===== src/assert_macros.svh =====
// assertion macros used by the top-level rtl file
`ifndef ASSERT_MACROS_SVH
`define ASSERT_MACROS_SVH
`ifndef SYNTHESIS
`define SBRP_ASSERT(lbl, prop, msg) \
  lbl: assert property (@(posedge clk_i) disable iff (!rst_ni) prop) else $error(msg);
`define SBRP_ASSERT_NR(lbl, prop, msg) \
  lbl: assert property (@(posedge clk_i) prop) else $error(msg);
`else
`define SBRP_ASSERT(lbl, prop, msg)
`define SBRP_ASSERT_NR(lbl, prop, msg)
`endif
`endif


===== src/sbrp_pkg.sv =====
// constants, status codes and types of the binding reply parser
`default_nettype none
package sbrp_pkg;

  localparam int unsigned MaxBytesDef = 2048;
  localparam int unsigned OffW        = 18;
  localparam int unsigned HdrBytes    = 20;
  localparam int unsigned MinBody     = 12;

  localparam logic [15:0] TypeBindingOk = 16'h0101;
  localparam logic [15:0] AttrXorMapped = 16'h0020;
  localparam logic [15:0] MappedLen     = 16'd8;
  localparam logic [15:0] CookieHi      = 16'h2112;
  localparam logic [31:0] Cookie        = 32'h2112_A442;
  localparam logic [7:0]  FamilyV4      = 8'h01;

  localparam logic [2:0] StOk        = 3'd0;
  localparam logic [2:0] StShort     = 3'd1;
  localparam logic [2:0] StWrongType = 3'd2;
  localparam logic [2:0] StLenSmall  = 3'd3;
  localparam logic [2:0] StTrunc     = 3'd4;
  localparam logic [2:0] StOverrun   = 3'd5;
  localparam logic [2:0] StBadMapped = 3'd6;
  localparam logic [2:0] StNotFound  = 3'd7;

  // view of the parse state after the current item, for the verdict
  typedef struct packed {
    logic        short_pkt;
    logic        fits;
    logic [15:0] htype;
    logic [15:0] blen;
    logic [2:0]  verdict;
    logic [15:0] port;
    logic [31:0] addr;
  } walk_sum_t;

endpackage
`default_nettype wire


===== src/sbrp_walk.sv =====
// header capture and attribute walk, one byte per cycle while take_i is high
`default_nettype none
module sbrp_walk import sbrp_pkg::*; #(
  parameter int unsigned MaxBytes = MaxBytesDef
) (
  input  wire logic      clk_i,
  input  wire logic      rst_ni,
  input  wire logic      take_i,
  input  wire logic [7:0] data_byte_i,
  input  wire logic      last_byte_i,
  output walk_sum_t      sum_o
);

  localparam int unsigned CntW = $clog2(MaxBytes + 1);

  logic [CntW-1:0] cnt_q, cnt_d, n_next;
  logic [15:0]     htype_q, htype_d;
  logic [15:0]     blen_q, blen_d, blen_new;
  logic [OffW-1:0] off_q, off_d;
  logic [15:0]     kind_q, kind_d;
  logic [15:0]     size_q, size_d, size_new;
  logic [2:0]      verdict_q, verdict_d;
  logic            done_q, done_d;
  logic [15:0]     port_q, port_d;
  logic [31:0]     addr_q, addr_d;

  logic            in_range;
  logic [OffW-1:0] pos, rel, msg_end, padded, stop;

  // 0 nothing, 1 end of message reached, 2 no room for an attribute header
  function automatic logic [1:0] classify(input logic [OffW-1:0] off,
                                          input logic [OffW-1:0] lim);
    logic [1:0] r;
    r = 2'd0;
    if (off >= lim) r = 2'd1;
    else if (off + OffW'(4) > lim) r = 2'd2;
    return r;
  endfunction

  assign in_range = cnt_q < CntW'(MaxBytes);
  assign pos      = OffW'(cnt_q);
  assign rel      = pos - off_q;
  assign blen_new = (cnt_q == CntW'(3)) ? {blen_q[15:8], data_byte_i} : blen_q;
  assign msg_end  = OffW'(blen_new) + OffW'(HdrBytes);
  assign size_new = {size_q[15:8], data_byte_i};
  assign padded   = (OffW'(size_new) + OffW'(3)) & ~OffW'(3);
  assign stop     = off_q + OffW'(4) + padded;

  always_comb begin
    logic [1:0] cls;
    cls       = 2'd0;
    cnt_d     = cnt_q;
    htype_d   = htype_q;
    blen_d    = blen_q;
    off_d     = off_q;
    kind_d    = kind_q;
    size_d    = size_q;
    verdict_d = verdict_q;
    done_d    = done_q;
    port_d    = port_q;
    addr_d    = addr_q;
    if (take_i && in_range) begin
      cnt_d = cnt_q + CntW'(1);
      if (cnt_q == CntW'(0)) begin
        htype_d = {data_byte_i, 8'h00};
      end else if (cnt_q == CntW'(1)) begin
        htype_d = {htype_q[15:8], data_byte_i};
      end else if (cnt_q == CntW'(2)) begin
        blen_d = {data_byte_i, 8'h00};
      end else if (cnt_q == CntW'(3)) begin
        blen_d = blen_new;
        off_d  = OffW'(HdrBytes);
        cls    = classify(OffW'(HdrBytes), msg_end);
      end else if (pos >= OffW'(HdrBytes) && !done_q && pos >= off_q &&
                   rel < OffW'(12)) begin
        case (rel[3:0])
          4'd0: kind_d = {data_byte_i, 8'h00};
          4'd1: kind_d = {kind_q[15:8], data_byte_i};
          4'd2: size_d = {data_byte_i, 8'h00};
          4'd3: begin
            size_d = size_new;
            if (stop > msg_end) begin
              done_d    = 1'b1;
              verdict_d = StOverrun;
            end else if (kind_q == AttrXorMapped) begin
              if (size_new != MappedLen) begin
                done_d    = 1'b1;
                verdict_d = StBadMapped;
              end
            end else begin
              off_d = stop;
              cls   = classify(stop, msg_end);
            end
          end
          4'd5: begin
            if (data_byte_i != FamilyV4) begin
              done_d    = 1'b1;
              verdict_d = StBadMapped;
            end
          end
          4'd6:  port_d = {data_byte_i, 8'h00};
          4'd7:  port_d = {port_q[15:8], data_byte_i} ^ CookieHi;
          4'd8:  addr_d = {data_byte_i, 24'h000000};
          4'd9:  addr_d = {addr_q[31:24], data_byte_i, 16'h0000};
          4'd10: addr_d = {addr_q[31:16], data_byte_i, 8'h00};
          4'd11: begin
            addr_d    = {addr_q[31:8], data_byte_i} ^ Cookie;
            done_d    = 1'b1;
            verdict_d = StOk;
          end
          default: ;
        endcase
      end
      if (cls == 2'd1) begin
        done_d    = 1'b1;
        verdict_d = StNotFound;
      end else if (cls == 2'd2) begin
        done_d    = 1'b1;
        verdict_d = StOverrun;
      end
    end
  end

  assign n_next = in_range ? cnt_q + CntW'(1) : cnt_q;

  always_comb begin
    sum_o.short_pkt = n_next < CntW'(HdrBytes);
    sum_o.fits      = OffW'(blen_d) + OffW'(HdrBytes) <= OffW'(n_next);
    sum_o.htype     = htype_d;
    sum_o.blen      = blen_d;
    sum_o.verdict   = verdict_d;
    sum_o.port      = port_d;
    sum_o.addr      = addr_d;
  end

  // the last byte of a datagram returns the walk to its reset state
  always_ff @(posedge clk_i or negedge rst_ni) begin
    if (!rst_ni) begin
      cnt_q     <= '0;
      htype_q   <= '0;
      blen_q    <= '0;
      off_q     <= OffW'(HdrBytes);
      kind_q    <= '0;
      size_q    <= '0;
      verdict_q <= StNotFound;
      done_q    <= 1'b0;
      port_q    <= '0;
      addr_q    <= '0;
    end else if (take_i && last_byte_i) begin
      cnt_q     <= '0;
      htype_q   <= '0;
      blen_q    <= '0;
      off_q     <= OffW'(HdrBytes);
      kind_q    <= '0;
      size_q    <= '0;
      verdict_q <= StNotFound;
      done_q    <= 1'b0;
      port_q    <= '0;
      addr_q    <= '0;
    end else begin
      cnt_q     <= cnt_d;
      htype_q   <= htype_d;
      blen_q    <= blen_d;
      off_q     <= off_d;
      kind_q    <= kind_d;
      size_q    <= size_d;
      verdict_q <= verdict_d;
      done_q    <= done_d;
      port_q    <= port_d;
      addr_q    <= addr_d;
    end
  end

endmodule
`default_nettype wire


===== src/sbrp_result.sv =====
// verdict priority and output register
`default_nettype none
module sbrp_result import sbrp_pkg::*; (
  input  wire logic        clk_i,
  input  wire logic        rst_ni,
  input  wire logic        take_last_i,
  input  walk_sum_t        sum_i,
  input  wire logic        out_ready_i,
  output logic             out_valid_o,
  output logic [2:0]       status_o,
  output logic [31:0]      mapped_address_o,
  output logic [15:0]      mapped_port_o
);

  logic        valid_q, valid_d;
  logic [2:0]  status_q, status_d;
  logic [31:0] addr_q;
  logic [15:0] port_q;

  always_comb begin
    if (sum_i.short_pkt) status_d = StShort;
    else if (sum_i.htype != TypeBindingOk) status_d = StWrongType;
    else if (sum_i.blen < 16'(MinBody)) status_d = StLenSmall;
    else if (!sum_i.fits) status_d = StTrunc;
    else status_d = sum_i.verdict;
  end

  always_comb begin
    valid_d = valid_q;
    if (take_last_i) valid_d = 1'b1;
    else if (out_ready_i) valid_d = 1'b0;
  end

  always_ff @(posedge clk_i or negedge rst_ni) begin
    if (!rst_ni) begin
      valid_q <= 1'b0;
    end else begin
      valid_q <= valid_d;
    end
  end

  always_ff @(posedge clk_i) begin
    if (take_last_i) begin
      status_q <= status_d;
      addr_q   <= (status_d == StOk) ? sum_i.addr : 32'h0;
      port_q   <= (status_d == StOk) ? sum_i.port : 16'h0;
    end
  end

  assign out_valid_o      = valid_q;
  assign status_o         = status_q;
  assign mapped_address_o = addr_q;
  assign mapped_port_o    = port_q;

endmodule
`default_nettype wire


===== src/stun_binding_reply_parser.sv =====
// top level of the binding reply parser
//
//   channel | signals                                     | moves
//   in      | in_valid_i/in_ready_o, data_byte_i, last_byte_i | one datagram byte
//   out     | out_valid_o/out_ready_i, status_o,              | one verdict per datagram
//           | mapped_address_o, mapped_port_o                 |
//
// one byte per cycle unless a last byte stalls; the verdict is registered and appears in the cycle after the last byte
// per-byte state update is a few compares and 18-bit adds on the walk registers
// the output register holds one verdict; non-last bytes flow while it waits
// a last byte stalls only while an untaken verdict sits in the output register
// reset (async, active low) clears the walk state and empties the output
`default_nettype none
`include "assert_macros.svh"
module stun_binding_reply_parser import sbrp_pkg::*; #(
  parameter int unsigned MaxBytes = MaxBytesDef
) (
  input  wire logic        clk_i,
  input  wire logic        rst_ni,
  input  wire logic        in_valid_i,
  output logic             in_ready_o,
  input  wire logic [7:0]  data_byte_i,
  input  wire logic        last_byte_i,
  output logic             out_valid_o,
  input  wire logic        out_ready_i,
  output logic [2:0]       status_o,
  output logic [31:0]      mapped_address_o,
  output logic [15:0]      mapped_port_o
);

  logic      take;
  walk_sum_t sum;

  assign in_ready_o = !out_valid_o || out_ready_i || !last_byte_i;
  assign take       = in_valid_i && in_ready_o;

  sbrp_walk #(
    .MaxBytes(MaxBytes)
  ) u_walk (
    .clk_i       (clk_i),
    .rst_ni      (rst_ni),
    .take_i      (take),
    .data_byte_i (data_byte_i),
    .last_byte_i (last_byte_i),
    .sum_o       (sum)
  );

  sbrp_result u_result (
    .clk_i            (clk_i),
    .rst_ni           (rst_ni),
    .take_last_i      (take && last_byte_i),
    .sum_i            (sum),
    .out_ready_i      (out_ready_i),
    .out_valid_o      (out_valid_o),
    .status_o         (status_o),
    .mapped_address_o (mapped_address_o),
    .mapped_port_o    (mapped_port_o)
  );

  `SBRP_ASSERT(a_fail_zero,
    out_valid_o && status_o != StOk |->
      mapped_address_o == 32'h0 && mapped_port_o == 16'h0,
    "failed verdict carries address")
  `SBRP_ASSERT(a_stall_cause,
    !in_ready_o |-> out_valid_o && last_byte_i,
    "input stalled without a waiting verdict")
  `SBRP_ASSERT(a_last_gives,
    in_valid_i && in_ready_o && last_byte_i |=> out_valid_o,
    "last byte gave no verdict")
  `SBRP_ASSERT_NR(a_reset_empty, !rst_ni |=> !out_valid_o, "verdict valid after reset")

endmodule
`default_nettype wire


===== config.mk =====
export PLATFORM = sky130hd
export DESIGN_NAME = stun_binding_reply_parser
export DESIGN_NICKNAME = d
export VERILOG_FILES = /design/src/sbrp_pkg.sv /design/src/sbrp_walk.sv /design/src/sbrp_result.sv /design/src/stun_binding_reply_parser.sv
export VERILOG_INCLUDE_DIRS = /design/src /design/src/src
export SDC_FILE = /design/constraint.sdc
export NUM_CORES = 1
export LEC_CHECK = 0
export ABC_AREA = 1
export BUFFER_PORTS_ARGS = -buffer_cell sky130_fd_sc_hd__buf_2
export CORE_MARGIN = 2
export CORE_UTILIZATION = 54
export CTS_CLUSTER_DIAMETER = 60
export DETAILED_ROUTE_END_ITERATION = 10
export MAX_ROUTING_LAYER = met4
export PLACE_DENSITY = 0.71
export REMOVE_ABC_BUFFERS = 1
export SLEW_MARGIN = 10
export SYNTH_ARGS = -nofsm -noshare
export SYNTH_HDL_FRONTEND = slang
export SYNTH_HIERARCHICAL = 1
export SYNTH_SLANG_ARGS = --single-unit

===== constraint.sdc =====
create_clock -name clk_i -period 7.35 [get_ports clk_i]
set_input_delay 1.47 -clock clk_i [delete_from_list [all_inputs] [get_ports clk_i]]
set_output_delay 1.47 -clock clk_i [all_outputs]
set_load 0.01 [all_outputs]

==> flow_metrics.py <==
metrics = {
    "setup_path": {
        "cp_max_fo": 8,
        "cp_common_cell": "nor2_4",
        "cp.required_ns": 7.65,
        "slowest_stage": "ha_1",
        "slowest_delay_ns": 0.33,
        "critPathLaunchType": "input port",
        "cp-end-kind": "flop",
        "critPathBufInv": 15,
        "worstSetupPathType": "input port to flop",
        "cp_top_family": "simple AND/OR/NAND/NOR gates",
        "arrival_ns": 7.51,
    },
    "sta": {
        "maxSlewViolCount": 0,
        "tightestPinTransition_ns": 1.31,
        "period_minus_slack_ns": 7.22,
        "fin_ws_ns": 0.135,
        "tns_ns": 0,
        "setup_viol": 0,
        "finalCritPeriodShare_pct": 98.2,
        "finalHoldViolCount": 0,
        "slew_headroom_pct": 12.2,
        "whs_ns": 0.470,
        "rsz0062_at_grt": "true",
        "worst_clock_skew_ns": 0.0155,
        "fmax_mhz": 139,
    },
    "placement": {
        "port_buffers": 65,
        "gp_congestion": 0.942,
        "dp_slack_ns": -0.627,
        "dp_hpwl_um": 31200,
    },
    "floorplan": {
        "row_count": 59,
        "die-area_um2": 27400,
        "fp.dieH_um": 165,
        "dieWidth_um": 165,
        "start_util_pct": 54.5,
        "core_um2": 25800,
        "io_pins": 66,
    },
    "yosys": {
        "syn_area_um2": 14100,
        "synth_area_per_cell_um2": 7.36,
        "synth_cell_types": 63,
        "yosys_warnings": 6,
        "synth_cells": 1913,
        "synth_edf_count": 51,
        "seq_area_frac_synth_pct": 35.3,
        "async_flop_share_pct": 72.9,
        "ys.flop_type": "dfrtp_1",
        "ys_ff_latch": 188,
    },
    "cells_and_area": {
        "finish.net_count": 2192,
        "area_growth_pct": 19.9,
        "layout-drive-gt1-share_pct": 22.3,
        "final_core_util_pct": 65.3,
        "diodes": 0,
    },
    "job": {
        "drv_cap": 0,
    },
    "routing": {
        "totalWireLength_um": 41500,
        "drtIter0Drc": 1151,
        "drc_errors": 0,
        "routedWlPerCell_um": 17.1,
        "via_per_inst": 5.48,
        "detail-route-antenna-nets": 0,
        "drtPass1Iterations": 7,
        "num_vias": 13332,
    },
    "pwr": {
        "total_power_mw": 4.86,
        "p_leak_nw": 8.33,
        "p_sw_share_pct": 43.8,
        "p_clk_share_pct": 19.6,
        "p_switching_mw": 2.13,
        "p_int_mw": 2.73,
        "peakVddDrop_mv": 0.171,
        "combPwrFrac_pct": 54.7,
        "pwr-share-seq_pct": 25.6,
        "p_per_area_nw_per_um2": 288,
    },
    "clock_network": {
        "clock-sinks": 188,
        "cts_root_buf": "clkbuf_16",
        "cts_buffer_depth": 2,
        "cts_tree": "yes",
        "clk_latency_ns": 0.44,
        "htreeDepth": 4,
        "numCtsBuffers": 17,
        "clk_pin_slew_worst_paths_ns": 0.07,
        "cts_hold_buf": 0,
    },
    "global_route": {
        "grt_max_degree": 77,
        "grtUsageTotal_pct": 31.4,
        "grt-ovfl-total": 0,
        "grt_pass1_vias": 12468,
        "grt_pass1_wl_um": 64500,
        "antenna_found_initial": 0,
    },
    "hold_path": {
        "worstHoldPathType": "flop to flop",
    },
    "outcome": {
        "status": "finished clean",
    },
}
-- tightest hold or removal path: stages (launching register included) --
cell     delay, ns
dfstp_2       0.37
nand2_1       0.06
nand2_1       0.05
-- metrics by stage --
stage	area, um^2	instances
floorplan	13800	1865
global placement	15500	2385
detailed placement	15500	2385
CTS	16200	2420
global route	16900	2431
finish	16900	2431
-- cells by family after synthesis --
logic type      share of synthesized area (%)
simple gates                             30.1
buf+inv                                  11.0
compound gates                           11.8
flops                                    35.3
fa+ha+maj                                8.59
xor+xnor                                 3.22
other cells                            0.0267
-- sequential cells by signal (all words and copies together) (netlist names) --
register / cells
u_result/mapped_address_o: 32
u_result/mapped_port_o: 16
u_result/out_valid_o: 1
u_result/status_o: 3
u_walk/addr_q: 32
u_walk/blen_q: 16
u_walk/cnt_q: 12
u_walk/done_q: 1
u_walk/htype_q: 16
u_walk/kind_q: 16
u_walk/off_q: 16
u_walk/port_q: 16
u_walk/size_q: 8
u_walk/verdict_q: 3
-- synthesized netlist by cell type (all sizes together) (2+ instances only) --
cell / instances / share of area [%]
clkinv: 5 / 0.14
a221oi: 2 / 0.12
nor2: 253 / 8.3
clkbuf: 25 / 0.67
buf: 23 / 1.3
nand4: 43 / 2.0
o21ai: 107 / 4.2
nand3b: 7 / 0.46
and2: 3 / 0.13
a31oi: 4 / 0.18
nand3: 125 / 4.7
inv: 331 / 8.9
a22oi: 6 / 0.32
nor3: 20 / 0.86
or2: 17 / 0.76
o211ai: 6 / 0.32
dfrtp: 132 / 23
o2111ai: 2 / 0.12
edfxtp: 51 / 11
o221ai: 3 / 0.19
nor4: 18 / 0.84
dfstp: 5 / 0.93
xnor2: 11 / 0.68
o22ai: 21 / 1.0
xor2: 39 / 2.5
ha: 95 / 8.4
a21oi: 100 / 3.7
o21bai: 10 / 0.53
a211oi: 16 / 0.85
nand2: 426 / 12
-- per-layer routing --
metal,wire (um),global-route usage (%)
met5,0,-
met2,19100,48.6
met4,1330,10.1
met1,18000,41.8
met3,3090,6.24
-- path summary, 6_finish.rpt --
path	startpoint	end	slack, ns	cells past startpoint
worst max register to register	u_walk/cnt_q[0]$_DFFE_PN0N_	u_result/mapped_address_o[21]$_SDFFCE_PP0P_	1.34	40
worst min register to register	u_walk/off_q[2]$_DFFE_PN1P_	u_walk/off_q[2]$_DFFE_PN1P_	0.47	2
min in group asynchronous	rst_ni	u_walk/htype_q[1]$_DFF_PN0_	1.04	1
max in group asynchronous	rst_ni	u_walk/kind_q[6]$_DFFE_PN0P_	4.97	2
worst min-delay path	u_walk/off_q[2]$_DFFE_PN1P_	u_walk/off_q[2]$_DFFE_PN1P_	0.47	2
worst max-delay path	data_byte_i[0]	u_result/mapped_address_o[21]$_SDFFCE_PP0P_	0.13	52
-- layout by cell type (no fill, tap or decap), drive strengths merged, types with 2 or more instances in the layout --
cell type	n
nand2	426
inv	339
nor2	253
buf	198
dfrtp	132
nand3	125
o21ai	107
a21oi	100
ha	95
edfxtp	51
nand4	43
xor2	39
o22ai	21
nor3	20
clkbuf	18
nor4	18
or2	17
a211oi	16
clkinv	12
xnor2	11
o21bai	10
nand3b	7
o211ai	6
a22oi	6
dfstp	5
a31oi	4
and2	3
o221ai	3
o2111ai	2
a221oi	2
-- layout make-up --
cell class	instances	area, um^2
clock buffers	17	425
clock inverters	15	188
fillers	2259	8960
inverters	336	1270
multi-input cells	1341	8140
flip-flops and latches	188	4970
well taps	335	419
repair buffers	199	1470
-- power groups by stage --
stage	registers, mW	logic, mW	clock network (mW)
2_1_floorplan	1.25	1.51	0
3_3_place_gp	1.26	2.38	0
3_5_place_dp	1.27	2.41	0
4_1_cts	1.25	2.46	0.968
5_1_grt	1.26	2.98	1.01
6_report	1.25	2.66	0.954
-- repair_timing --
action,in CTS,in global routing
resized for setup,14,138
endpoints found under the setup margin,48,52
buffers inserted,3,10
pin swaps,3,50
cloned,0,1
No activity file was read; power rests on OpenSTA's default activity.
